<file path="src/design/shc_pkg.sv">
// Types, codes and helper functions shared by the session handshake controller.
package shc_pkg;

   // Request kinds
   localparam logic [1:0] KIND_OPEN = 2'd0;
   localparam logic [1:0] KIND_SEND = 2'd1;
   localparam logic [1:0] KIND_RX   = 2'd2;

   // Link state codes as reported on the result channel
   localparam logic [1:0] LINK_CODE_RESET       = 2'd0;
   localparam logic [1:0] LINK_CODE_START_SENT  = 2'd1;
   localparam logic [1:0] LINK_CODE_ESTABLISHED = 2'd2;

   // Configuration register indexes
   localparam logic CSR_START_TYPE = 1'b0;
   localparam logic CSR_LOG_TYPE   = 1'b1;

   localparam logic [7:0] START_TYPE_RESET = 8'd0;
   localparam logic [7:0] LOG_TYPE_RESET   = 8'd1;

   typedef enum logic [2:0] {
      LINK_RESET       = 3'b001,
      LINK_START_SENT  = 3'b010,
      LINK_ESTABLISHED = 3'b100
   } link_mode_type;

   typedef struct packed {
      logic [1:0]  kind;
      logic        rx_ok;
      logic [15:0] hdr_sess_id;
      logic [7:0]  pkt_type;
   } shc_item_type;

   typedef struct packed {
      link_mode_type mode;
      logic [7:0]    nonce;
      logic [15:0]   sess_id;
   } shc_state_type;

   typedef struct packed {
      logic [7:0] start_type_code;
      logic [7:0] log_type_code;
   } shc_cfg_type;

   typedef struct packed {
      logic        tx_header;
      logic [15:0] tx_sess_id;
      logic [7:0]  tx_pkt_type;
      logic        send_refused;
      logic        deliver;
      logic [1:0]  link_state;
   } shc_result_type;

   // Rotate-style mix: bits 3 and 4 fall out, then +1, zero maps to one.
   function automatic logic [7:0] next_nonce(input logic [7:0] n);
      logic [7:0] m;
      m = {n[2:0], 2'b00, n[7:5]} + 8'd1;
      return (m == 8'd0) ? 8'd1 : m;
   endfunction

   function automatic logic [1:0] link_code(input link_mode_type mode);
      logic [1:0] code;
      case (mode)
         LINK_START_SENT:  code = LINK_CODE_START_SENT;
         LINK_ESTABLISHED: code = LINK_CODE_ESTABLISHED;
         default:          code = LINK_CODE_RESET;
      endcase
      return code;
   endfunction

endpackage

</file>
<file path="src/design/shc_step.sv">
// Next-state and result logic for one request of the session controller.
module shc_step import shc_pkg::*; (
   input  shc_item_type   item,
   input  shc_state_type  state,
   input  shc_cfg_type    cfg,
   output shc_state_type  state_next,
   output shc_result_type result
);

   logic [7:0]  nonce_adv;
   logic [7:0]  hid_lo;
   logic [7:0]  hid_hi;
   logic        id_match;
   logic        do_open;
   logic        do_reply;

   assign nonce_adv = next_nonce(state.nonce);
   assign hid_lo    = item.hdr_sess_id[7:0];
   assign hid_hi    = item.hdr_sess_id[15:8];
   assign id_match  = (item.hdr_sess_id == state.sess_id);

   always_comb begin
      state_next            = state;
      result                = '0;
      do_open               = 1'b0;
      do_reply              = 1'b0;

      case (item.kind)
         KIND_OPEN: begin
            do_open = 1'b1;
         end
         KIND_SEND: begin
            if (state.mode == LINK_ESTABLISHED) begin
               result.tx_header   = 1'b1;
               result.tx_sess_id  = state.sess_id;
               result.tx_pkt_type = item.pkt_type;
            end else begin
               result.send_refused = 1'b1;
            end
         end
         KIND_RX: begin
            if (item.rx_ok) begin
               if (id_match) begin
                  if (item.pkt_type == cfg.start_type_code) begin
                     // handshake on a start packet
                     case (state.mode)
                        LINK_RESET: begin
                           if (hid_lo != 8'd0 && hid_hi == 8'd0) begin
                              do_reply        = 1'b1;
                              state_next.mode = LINK_ESTABLISHED;
                           end else begin
                              do_open = 1'b1;
                           end
                        end
                        LINK_START_SENT: begin
                           if (hid_lo == state.nonce) begin
                              state_next.sess_id = item.hdr_sess_id;
                              state_next.mode    = LINK_ESTABLISHED;
                           end else begin
                              do_open = 1'b1;
                           end
                        end
                        LINK_ESTABLISHED: begin
                           if (!id_match && hid_hi == 8'd0) begin
                              do_reply = 1'b1;
                           end else begin
                              state_next.mode = LINK_RESET;
                           end
                        end
                        default: begin
                           state_next.mode = LINK_RESET;
                        end
                     endcase
                  end else if (state.mode == LINK_ESTABLISHED) begin
                     result.deliver = 1'b1;
                  end
               end else if (item.hdr_sess_id == 16'd0 &&
                            item.pkt_type == cfg.log_type_code) begin
                  result.deliver = 1'b1;
               end
            end
         end
         default: begin
         end
      endcase

      if (do_open) begin
         state_next.nonce   = nonce_adv;
         state_next.sess_id = {8'd0, nonce_adv};
         state_next.mode    = LINK_START_SENT;
      end
      if (do_reply) begin
         state_next.nonce   = nonce_adv;
         state_next.sess_id = {nonce_adv, hid_lo};
      end
      if (do_open || do_reply) begin
         result.tx_header   = 1'b1;
         result.tx_sess_id  = state_next.sess_id;
         result.tx_pkt_type = cfg.start_type_code;
      end

      result.link_state = link_code(state_next.mode);
   end

endmodule

</file>
<file path="src/design/session_handshake_controller_unit.sv">
// Top level of the session handshake controller: request/response channels and CSRs.
//
// Session layer of a framed link. Each request on the req_ channel is one of:
// open a session, send a packet, or report a finished received header. Every
// request gives exactly one response on the rsp_ channel: a header to send
// (tx_header with id and type), a refusal flag, a deliver flag and the link
// state after the request.
// Both channels are valid/ready. A request is captured in an input register;
// while it waits there the session logic evaluates it against the link state;
// once the output register is empty or being drained, the state is updated and
// the response lands in the output register. Throughput is one request per
// cycle while rsp_ready stays high, with the state update lying between the
// two registers.
// A stalled receiver holds the response; one more request may wait in the
// input register, after which req_ready drops until rsp_ready returns.
// The csr_ channel writes the start and log type codes; it is always ready
// and is meant to be used only while no request is in flight.
// Synchronous reset empties both registers, puts the link in reset with nonce
// and session id zero, and restores the type codes (start 0, log 1).
module session_handshake_controller_unit import shc_pkg::*; (
   input  logic        clock,
   input  logic        reset,
   // request channel
   input  logic        req_valid,
   output logic        req_ready,
   input  logic [1:0]  req_kind,
   input  logic        req_rx_ok,
   input  logic [15:0] req_hdr_sess_id,
   input  logic [7:0]  req_pkt_type,
   // response channel
   output logic        rsp_valid,
   input  logic        rsp_ready,
   output logic        rsp_tx_header,
   output logic [15:0] rsp_tx_sess_id,
   output logic [7:0]  rsp_tx_pkt_type,
   output logic        rsp_send_refused,
   output logic        rsp_deliver,
   output logic [1:0]  rsp_link_state,
   // configuration channel
   input  logic        csr_valid,
   output logic        csr_ready,
   input  logic        csr_index,
   input  logic [7:0]  csr_data
);

   // input register
   logic           in_valid_ff, in_valid_in;
   shc_item_type   item_ff;
   // output register
   logic           out_valid_ff, out_valid_in;
   shc_result_type result_ff;
   // session state and configuration
   shc_state_type  state_ff, state_in;
   shc_cfg_type    cfg_ff, cfg_in;

   shc_result_type result_in;
   logic           req_take;
   logic           advance;

   // A request moves on when the output register is empty or being drained.
   assign advance   = in_valid_ff && (!out_valid_ff || rsp_ready);
   assign req_ready = !in_valid_ff || advance;
   assign req_take  = req_valid && req_ready;
   assign csr_ready = 1'b1;

   shc_step u_step (
      .item       (item_ff),
      .state      (state_ff),
      .cfg        (cfg_ff),
      .state_next (state_in),
      .result     (result_in)
   );

   always_comb begin
      if (req_take) begin
         in_valid_in = 1'b1;
      end else if (advance) begin
         in_valid_in = 1'b0;
      end else begin
         in_valid_in = in_valid_ff;
      end

      if (advance) begin
         out_valid_in = 1'b1;
      end else if (rsp_ready) begin
         out_valid_in = 1'b0;
      end else begin
         out_valid_in = out_valid_ff;
      end

      cfg_in = cfg_ff;
      if (csr_valid) begin
         case (csr_index)
            CSR_START_TYPE: cfg_in.start_type_code = csr_data;
            CSR_LOG_TYPE:   cfg_in.log_type_code   = csr_data;
            default: begin
            end
         endcase
      end
   end

   // control and state
   always_ff @(posedge clock) begin
      if (reset) begin
         in_valid_ff                <= 1'b0;
         out_valid_ff               <= 1'b0;
         state_ff.mode              <= LINK_RESET;
         state_ff.nonce             <= 8'd0;
         state_ff.sess_id           <= 16'd0;
         cfg_ff.start_type_code     <= START_TYPE_RESET;
         cfg_ff.log_type_code       <= LOG_TYPE_RESET;
      end else begin
         in_valid_ff  <= in_valid_in;
         out_valid_ff <= out_valid_in;
         cfg_ff       <= cfg_in;
         if (advance) begin
            state_ff <= state_in;
         end
      end
   end

   // payload registers
   always_ff @(posedge clock) begin
      if (req_take) begin
         item_ff.kind        <= req_kind;
         item_ff.rx_ok       <= req_rx_ok;
         item_ff.hdr_sess_id <= req_hdr_sess_id;
         item_ff.pkt_type    <= req_pkt_type;
      end
      if (advance) begin
         result_ff <= result_in;
      end
   end

   assign rsp_valid        = out_valid_ff;
   assign rsp_tx_header    = result_ff.tx_header;
   assign rsp_tx_sess_id   = result_ff.tx_sess_id;
   assign rsp_tx_pkt_type  = result_ff.tx_pkt_type;
   assign rsp_send_refused = result_ff.send_refused;
   assign rsp_deliver      = result_ff.deliver;
   assign rsp_link_state   = result_ff.link_state;

   // at most one of header, refusal and delivery per response
   a_one_action: assert property (@(posedge clock) disable iff (reset)
      rsp_valid |-> $countones({rsp_tx_header, rsp_send_refused, rsp_deliver}) <= 1)
      else $error("more than one action in a response");

   // link state register stays one-hot
   a_mode_onehot: assert property (@(posedge clock) disable iff (reset)
      $onehot(state_ff.mode))
      else $error("link mode not one-hot");

   // an open request leaves the link in start sent with a non-zero nonce
   a_open_effect: assert property (@(posedge clock) disable iff (reset)
      (advance && item_ff.kind == KIND_OPEN) |=>
         (state_ff.mode == LINK_START_SENT && state_ff.nonce != 8'd0))
      else $error("open request did not start a session");

   // a held response is never overwritten
   a_no_overwrite: assert property (@(posedge clock) disable iff (reset)
      (out_valid_ff && !rsp_ready) |-> !advance)
      else $error("response overwritten while stalled");

   // a refused send never reports an established link
   a_refuse_state: assert property (@(posedge clock) disable iff (reset)
      (rsp_valid && rsp_send_refused) |-> (rsp_link_state != LINK_CODE_ESTABLISHED))
      else $error("send refused while established");

endmodule

</file>
<file path="config.mk">
export PLATFORM = sky130hd
export DESIGN_NAME = session_handshake_controller_unit
export DESIGN_NICKNAME = d
export VERILOG_FILES = /design/src/design/shc_pkg.sv /design/src/design/shc_step.sv /design/src/design/session_handshake_controller_unit.sv
export SDC_FILE = /design/constraint.sdc
export NUM_CORES = 1
export LEC_CHECK = 0
export ABC_AREA = 1
export BUFFER_PORTS_ARGS = -buffer_cell sky130_fd_sc_hd__buf_2
export CELL_PAD_IN_SITES_DETAIL_PLACEMENT = 0
export CELL_PAD_IN_SITES_GLOBAL_PLACEMENT = 2
export CORE_ASPECT_RATIO = 2
export CORE_MARGIN = 2
export CORE_UTILIZATION = 36
export DETAILED_ROUTE_END_ITERATION = 8
export PLACE_DENSITY_LB_ADDON = 0.1
export RECOVER_POWER = 100
export SKIP_CTS_REPAIR_TIMING = 1
export SYNTH_ARGS = -nofsm -noshare
export SYNTH_HDL_FRONTEND = slang
export SYNTH_SLANG_ARGS = --single-unit
</file>
<file path="constraint.sdc">
create_clock -name clock -period 3.54 [get_ports clock]
set_input_delay 0.177 -clock clock [delete_from_list [all_inputs] [get_ports clock]]
set_output_delay 0.177 -clock clock [all_outputs]
set_load 0.05 [all_outputs]
</file>
### After elaboration in Yosys (flattened, before gate mapping)

Cells that the tools add are included.

* register bits after elaboration: 101
* latch bits: 0
* RAM bits: 0
* bits in read-only memories: 0
* input bits: 41
* word-level logic and storage cells: 97
* memories: 0

* add/sub/neg operators: 1
* $mul: 0
* divide/modulo/power cells: 0
* order comparisons: 0
* eq/ne operators: 11
* shifts and indexed selects: 0
* multiplexer cells: 44
* bitwise logic cells: 1
* reduce and logical (&&, ||, !) cells: 23

Operators by type and width (number)
* 16-bit two-way mux: 6
* 24-bit two-way mux: 2
* 27-bit two-way mux: 1
* 26-bit two-way mux: 1
* 25-bit two-way mux: 1
* 8-bit equality test: 3
* 3-bit two-way mux: 7
* 1-bit two-way mux: 20
* 16-bit equality test: 1
* 16-bit zero test: 1
* 8-bit zero test: 2
* 3-bit one-hot mux with 3 select lines: 1
* 8-bit by 1-bit adder with 8-bit output, second input constant: 1
* 8-bit two-way mux: 1
* 2-bit AND reduction: 4
* 8-bit nonzero test: 1
* 3-bit by 2-bit equality test with 1-bit output, second input constant: 2
* 3-bit equality test, second input constant: 2
* 1-bit one-hot mux with 2 select lines: 3
* 2-bit nonzero test: 3
* 1-bit logical AND: 5
* 2-bit one-hot mux with 2 select lines: 1
* 3-bit by 1-bit equality test with 1-bit output, second input constant: 1
* 1-bit zero test: 3
* 5 further kinds: 7

### Logic depth before layout (Yosys ltp)

* depth after elaboration: 12
* depth in mapped cells: 17
* gate-level depth less buffers: 17

### Cells and area by module

A second synthesis with hierarchy kept.

* cell total of the unflattened synthesis: 665
* area, all modules: 5212.5 µm²

By module, submodules not included
* session_handshake_controller_unit: instances 1, cells each 315, area an instance 3572.2 µm², seq. area each 2582.5 µm²
* shc_step: instances 1, cells each 350, area an instance 1640.3 µm², seq. area each 0.0 µm²

### Least setup slack after synthesis

No wires, ideal clock.

* path type: register -> register
* start: register out_valid_ff, in the netlist rsp_valid
* end: register item_ff[0] (netlist name) (enable)
* setup time: 373 ps
* data arrival time: 1731 ps
* setup slack: 1436 ps
* cell stages (with the launch flop): 4
* path buffers: 0
* clock period less this slack: 2104 ps
* path through: dfxtp_1 -> nand3_1 -> nand2_1 -> inv_1

* word-level cells in the longest chain between the ends: 5

Ends and longest elaborated chain
* from (decl): RTL line session_handshake_controller_unit.sv:50 `logic out_valid_ff, out_valid_in;`
* from (signal assigned): RTL line session_handshake_controller_unit.sv:114 `out_valid_ff <= out_valid_in;`
* 1-bit zero test: RTL line session_handshake_controller_unit.sv:61 `assign advance = in_valid_ff && (!out_valid_ff || rsp_ready);`
* 1-bit logical OR: RTL line session_handshake_controller_unit.sv:61
* 1-bit logical AND: RTL line session_handshake_controller_unit.sv:61
* 1-bit logical OR: RTL line session_handshake_controller_unit.sv:62 `assign req_ready = !in_valid_ff || advance;`
* via req_ready: RTL line session_handshake_controller_unit.sv:25 `output logic req_ready,`
* 1-bit logical AND: RTL line session_handshake_controller_unit.sv:63 `assign req_take = req_valid && req_ready;`
* to (decl): RTL line session_handshake_controller_unit.sv:48 `shc_item_type item_ff;`

The timed path passes the listed nets, and every way through them passes these cells.
A chain may end at the register's enable or synchronous reset.

==> summary.md <==
| Metric | Value |
|---|---|
| Critical path class | `reg -> reg` |
| Library cells used by synthesis | `40` |
| Initial Util | `37.0%` |
| Critical path's slowest cell | `clkbuf_1` |
| Mapped Nets | `621` |
| Core ar. | `about 0.013 mm^2` |
| H-tree depth | `3` |
| Max VDD drop | `0.302 mV` |
| Via count | `4,013` |
| Crit path DAT | `3020 ps` |
| Total track usage | `19.7%` |
| Die Height | `168 um` |
| First-pass GRT wire length | `~21,000 um` |
| Crit-path cells | `inv_2 -> nand2_1 -> nand2_1 -> nor2_1 -> nand2_1 -> nor2_2 -> nand2_1 -> nor3_4 -> clkbuf_1 -> nand2_2 -> clkbuf_2 -> o221ai_1` |
| Tot Pwr | `2.61 mW` |
| Vias per cell | `4.94` |
| Detail Route Antenna Nets | `0` |
| Rows | `between 50 and 60` |
| Max Used Layer | `met4` |
| Max cap viols | `1` |
| Insertion delay to the later sink of the worst-skew pair | `340 ps` |
| Post-synth ARST share | `0%` |
| DRC viols | `0` |
| Chip Width | `85.9 um` |
| Top_reg_cell synth | `edfxtp_1` |
| Avg Cell Area, Syn | `approximately 8.3 um^2` |
| Antenna violations before repair | `0` |
| Dpl hpwl | `10,100 um` |
| Post-synth EDFFs | `56` |
| Status | `finished, violations left` |
| CTS Root Cell | `clkbuf_16` |
| PwrDens | `between 400 and 500 mW/mm^2` |
| GRT overflow | `0` |
| Sequential share of the synthesized area | `53.0%` |
| Clock sink count | `100` |
| M1 WL | `4690 um` |
| CTS max path bufs | `2` |
| Minimum clock period | `2880 ps` |
| Post-route setup TNS | `0 ps` |
| Placer Congestion | `around 0.83` |
| DR WL met3 | `389 um` |
| Largest net degree at the start of global routing | `30` |
| Leakage | `2.37 nW` |
| Mapped Cells | `579` |
| Hold Vio Cnt, Final | `0` |
| Post-Syn Area | `0.00483 mm^2` |
| Worst setup margin | `662 ps` |
| DRC violation total after the first TritonRoute iteration | `241` |
| IO buf count | `71` |
| Routed WL | `13,600 um` |
| Wire per inst | `about 17 um` |
| Min-Delay Path Class | `in -> reg` |
| Drt first pass iters | `4` |
| Die area | `0.0144 mm^2` |
| Final setup viols | `0` |
| Clock Skew | `3.52 ps` |
| Final Cycle Share | `81.3%` |
| Share of post-route cells with drive strength above 1 | `11.5%` |
| Slew headroom | `-23.5%` |
| Vias in the first global route | `4,047` |
| Number of synthesized register bits | `100` |
| Critical path endpoint category | `flop` |
| Crit path top cell by count | `nand2_1` |
| Least-Margin Pin Slew | `1850 ps` |
| IO Pins | `73` |
| Dpl ws | `990 ps` |
| CTS clk-pin slew, worst paths | `roughly 70 ps` |
| Failing checks | `capacitance limit, slew limit` |
| Critical-path maximum fanout | `18` |
| Ant. Diodes | `0` |
| CTS tree | `done` |
| Slew Limit Fails | `28` |
| Worst EP required | `roughly 3700 ps` |
| Final net count | `697` |
| Critical Path Source Type | `flop` |
| F_max | `around 0.35 GHz` |
| Met2 wire length | `8150 um` |
| Cts bufs inserted | `9` |
| Syn-to-layout area delta | `15.3%` |
| RSZ-0062 raised after global routing | `false` |
| Slowest stage delay, CP | `500 ps` |
| Filler cells | `1,368` |
| Yosys warnings | `0` |
[cells in the final DEF, fill, tap and decap left out, drive strengths merged, types with 2 or more instances in the layout]
| cell | count |
|---|---|
| nor3 | 8 |
| dfxtp | 44 |
| nand2 | 175 |
| nand4 | 19 |
| o22ai | 12 |
| clkbuf | 48 |
| dlygate4sd3 | 7 |
| o21ai | 23 |
| nor2 | 54 |
| inv | 85 |
| xor2 | 2 |
| edfxtp | 56 |
| clkinv | 3 |
| a211oi | 2 |
| a21oi | 32 |
| buf | 39 |
| nand3 | 28 |
| o221ai | 3 |
| xnor2 | 11 |
[Yosys cell counts (all sizes together), types with 2 or more instances]
library cell / instances / area, um^2
nand4: 19 / 119
a211oi: 2 / 15.0
nor3: 8 / 56.3
dfxtp: 44 / 881
nand3: 28 / 160
edfxtp: 56 / 1680
o21ai: 23 / 119
clkbuf: 9 / 53.8
o221ai: 3 / 38.8
nand2: 175 / 682
xor2: 2 / 17.5
a21oi: 32 / 160
xnor2: 11 / 96.3
inv: 84 / 315
nor2: 54 / 213
o22ai: 12 / 75.1
buf: 10 / 93.8
[critical path: cells and delay by family (launching register included)]
family / cells / cell delay (ps)
compound gates: 1 / 300
buf+inv: 3 / 940
simple gates: 8 / 940
flops: 1 / 490
[worst paths after layout]
check | from | end | slack [ps] | cells after the start
worst min register to register | state_ff[12]$_SDFFE_PP0P_ | state_ff[12]$_SDFFE_PP0P_ | 500 | 2
worst max register to register | item_ff[14]$_DFFE_PP_ | rsp_tx_sess_id[5]$_DFFE_PP_ | 660 | 12
worst max-delay path | item_ff[14]$_DFFE_PP_ | rsp_tx_sess_id[5]$_DFFE_PP_ | 660 | 12
worst min-delay path | req_pkt_type[5] | item_ff[5]$_DFFE_PP_ | 4 | 1
[flip-flops by register name (all words and copies together), names as in the netlist]
register	flops
item_ff	27
state_ff	26
cfg_ff	16
rsp_tx_sess_id	16
rsp_tx_pkt_type	8
rsp_link_state	2
in_valid_ff	1
rsp_deliver	1
rsp_send_refused	1
rsp_tx_header	1
rsp_valid	1
[metal layers]
metal / GRT usage [%] / vias to the layer above
li1: - / 2028
met1: 19.4 / 1890
met2: 39.1 / 74
met3: 2.50 / 21
met4: 8.76 / 0
met5: 0 / -
[through the flow]
stage	cell area, um^2	std cells	hold slack, ps	util [%]
global placement	5290	789	353	40.5
global route	5570	812	-4.33	42.6
floorplan	4830	579	276	-
finish	5570	812	4.13	42.6
CTS	5580	805	-10.4	42.7
detailed placement	5290	789	355	40.5
[area by class of cell]
| class | count | area [um^2] | area share, % |
|---|---|---|---|
| Sequential cell | 100 | 2560 | 46.0 |
| Tap cell | 152 | 190 | 3.41 |
| Clock buffer | 10 | 229 | 4.11 |
| Timing Repair Buffer | 84 | 424 | 7.62 |
| Multi-Input combinational cell | 376 | 1780 | 32.0 |
| Clock inverter | 6 | 65.1 | 1.17 |
| Inverter | 84 | 315 | 5.66 |
[kinds of logic after synthesis]
group | synth area share (%)
AOI/OAI and AO/OA | 8.65
and+or+nand+nor | 26.0
DFF | 53.0
adders and majority gates | 0.259
other | 0.0776
xor gates and xnor gates | 2.36
buffers and inverters | 9.58
[report_power, final]
part	leakage, nW	switching [mW]	internal [mW]
Clock	0.143	0.437	0.550
Combinational	1.31	0.208	0.0901
Sequential	0.912	0.0412	1.28
Note: power is estimated with default switching activity, not from simulation.
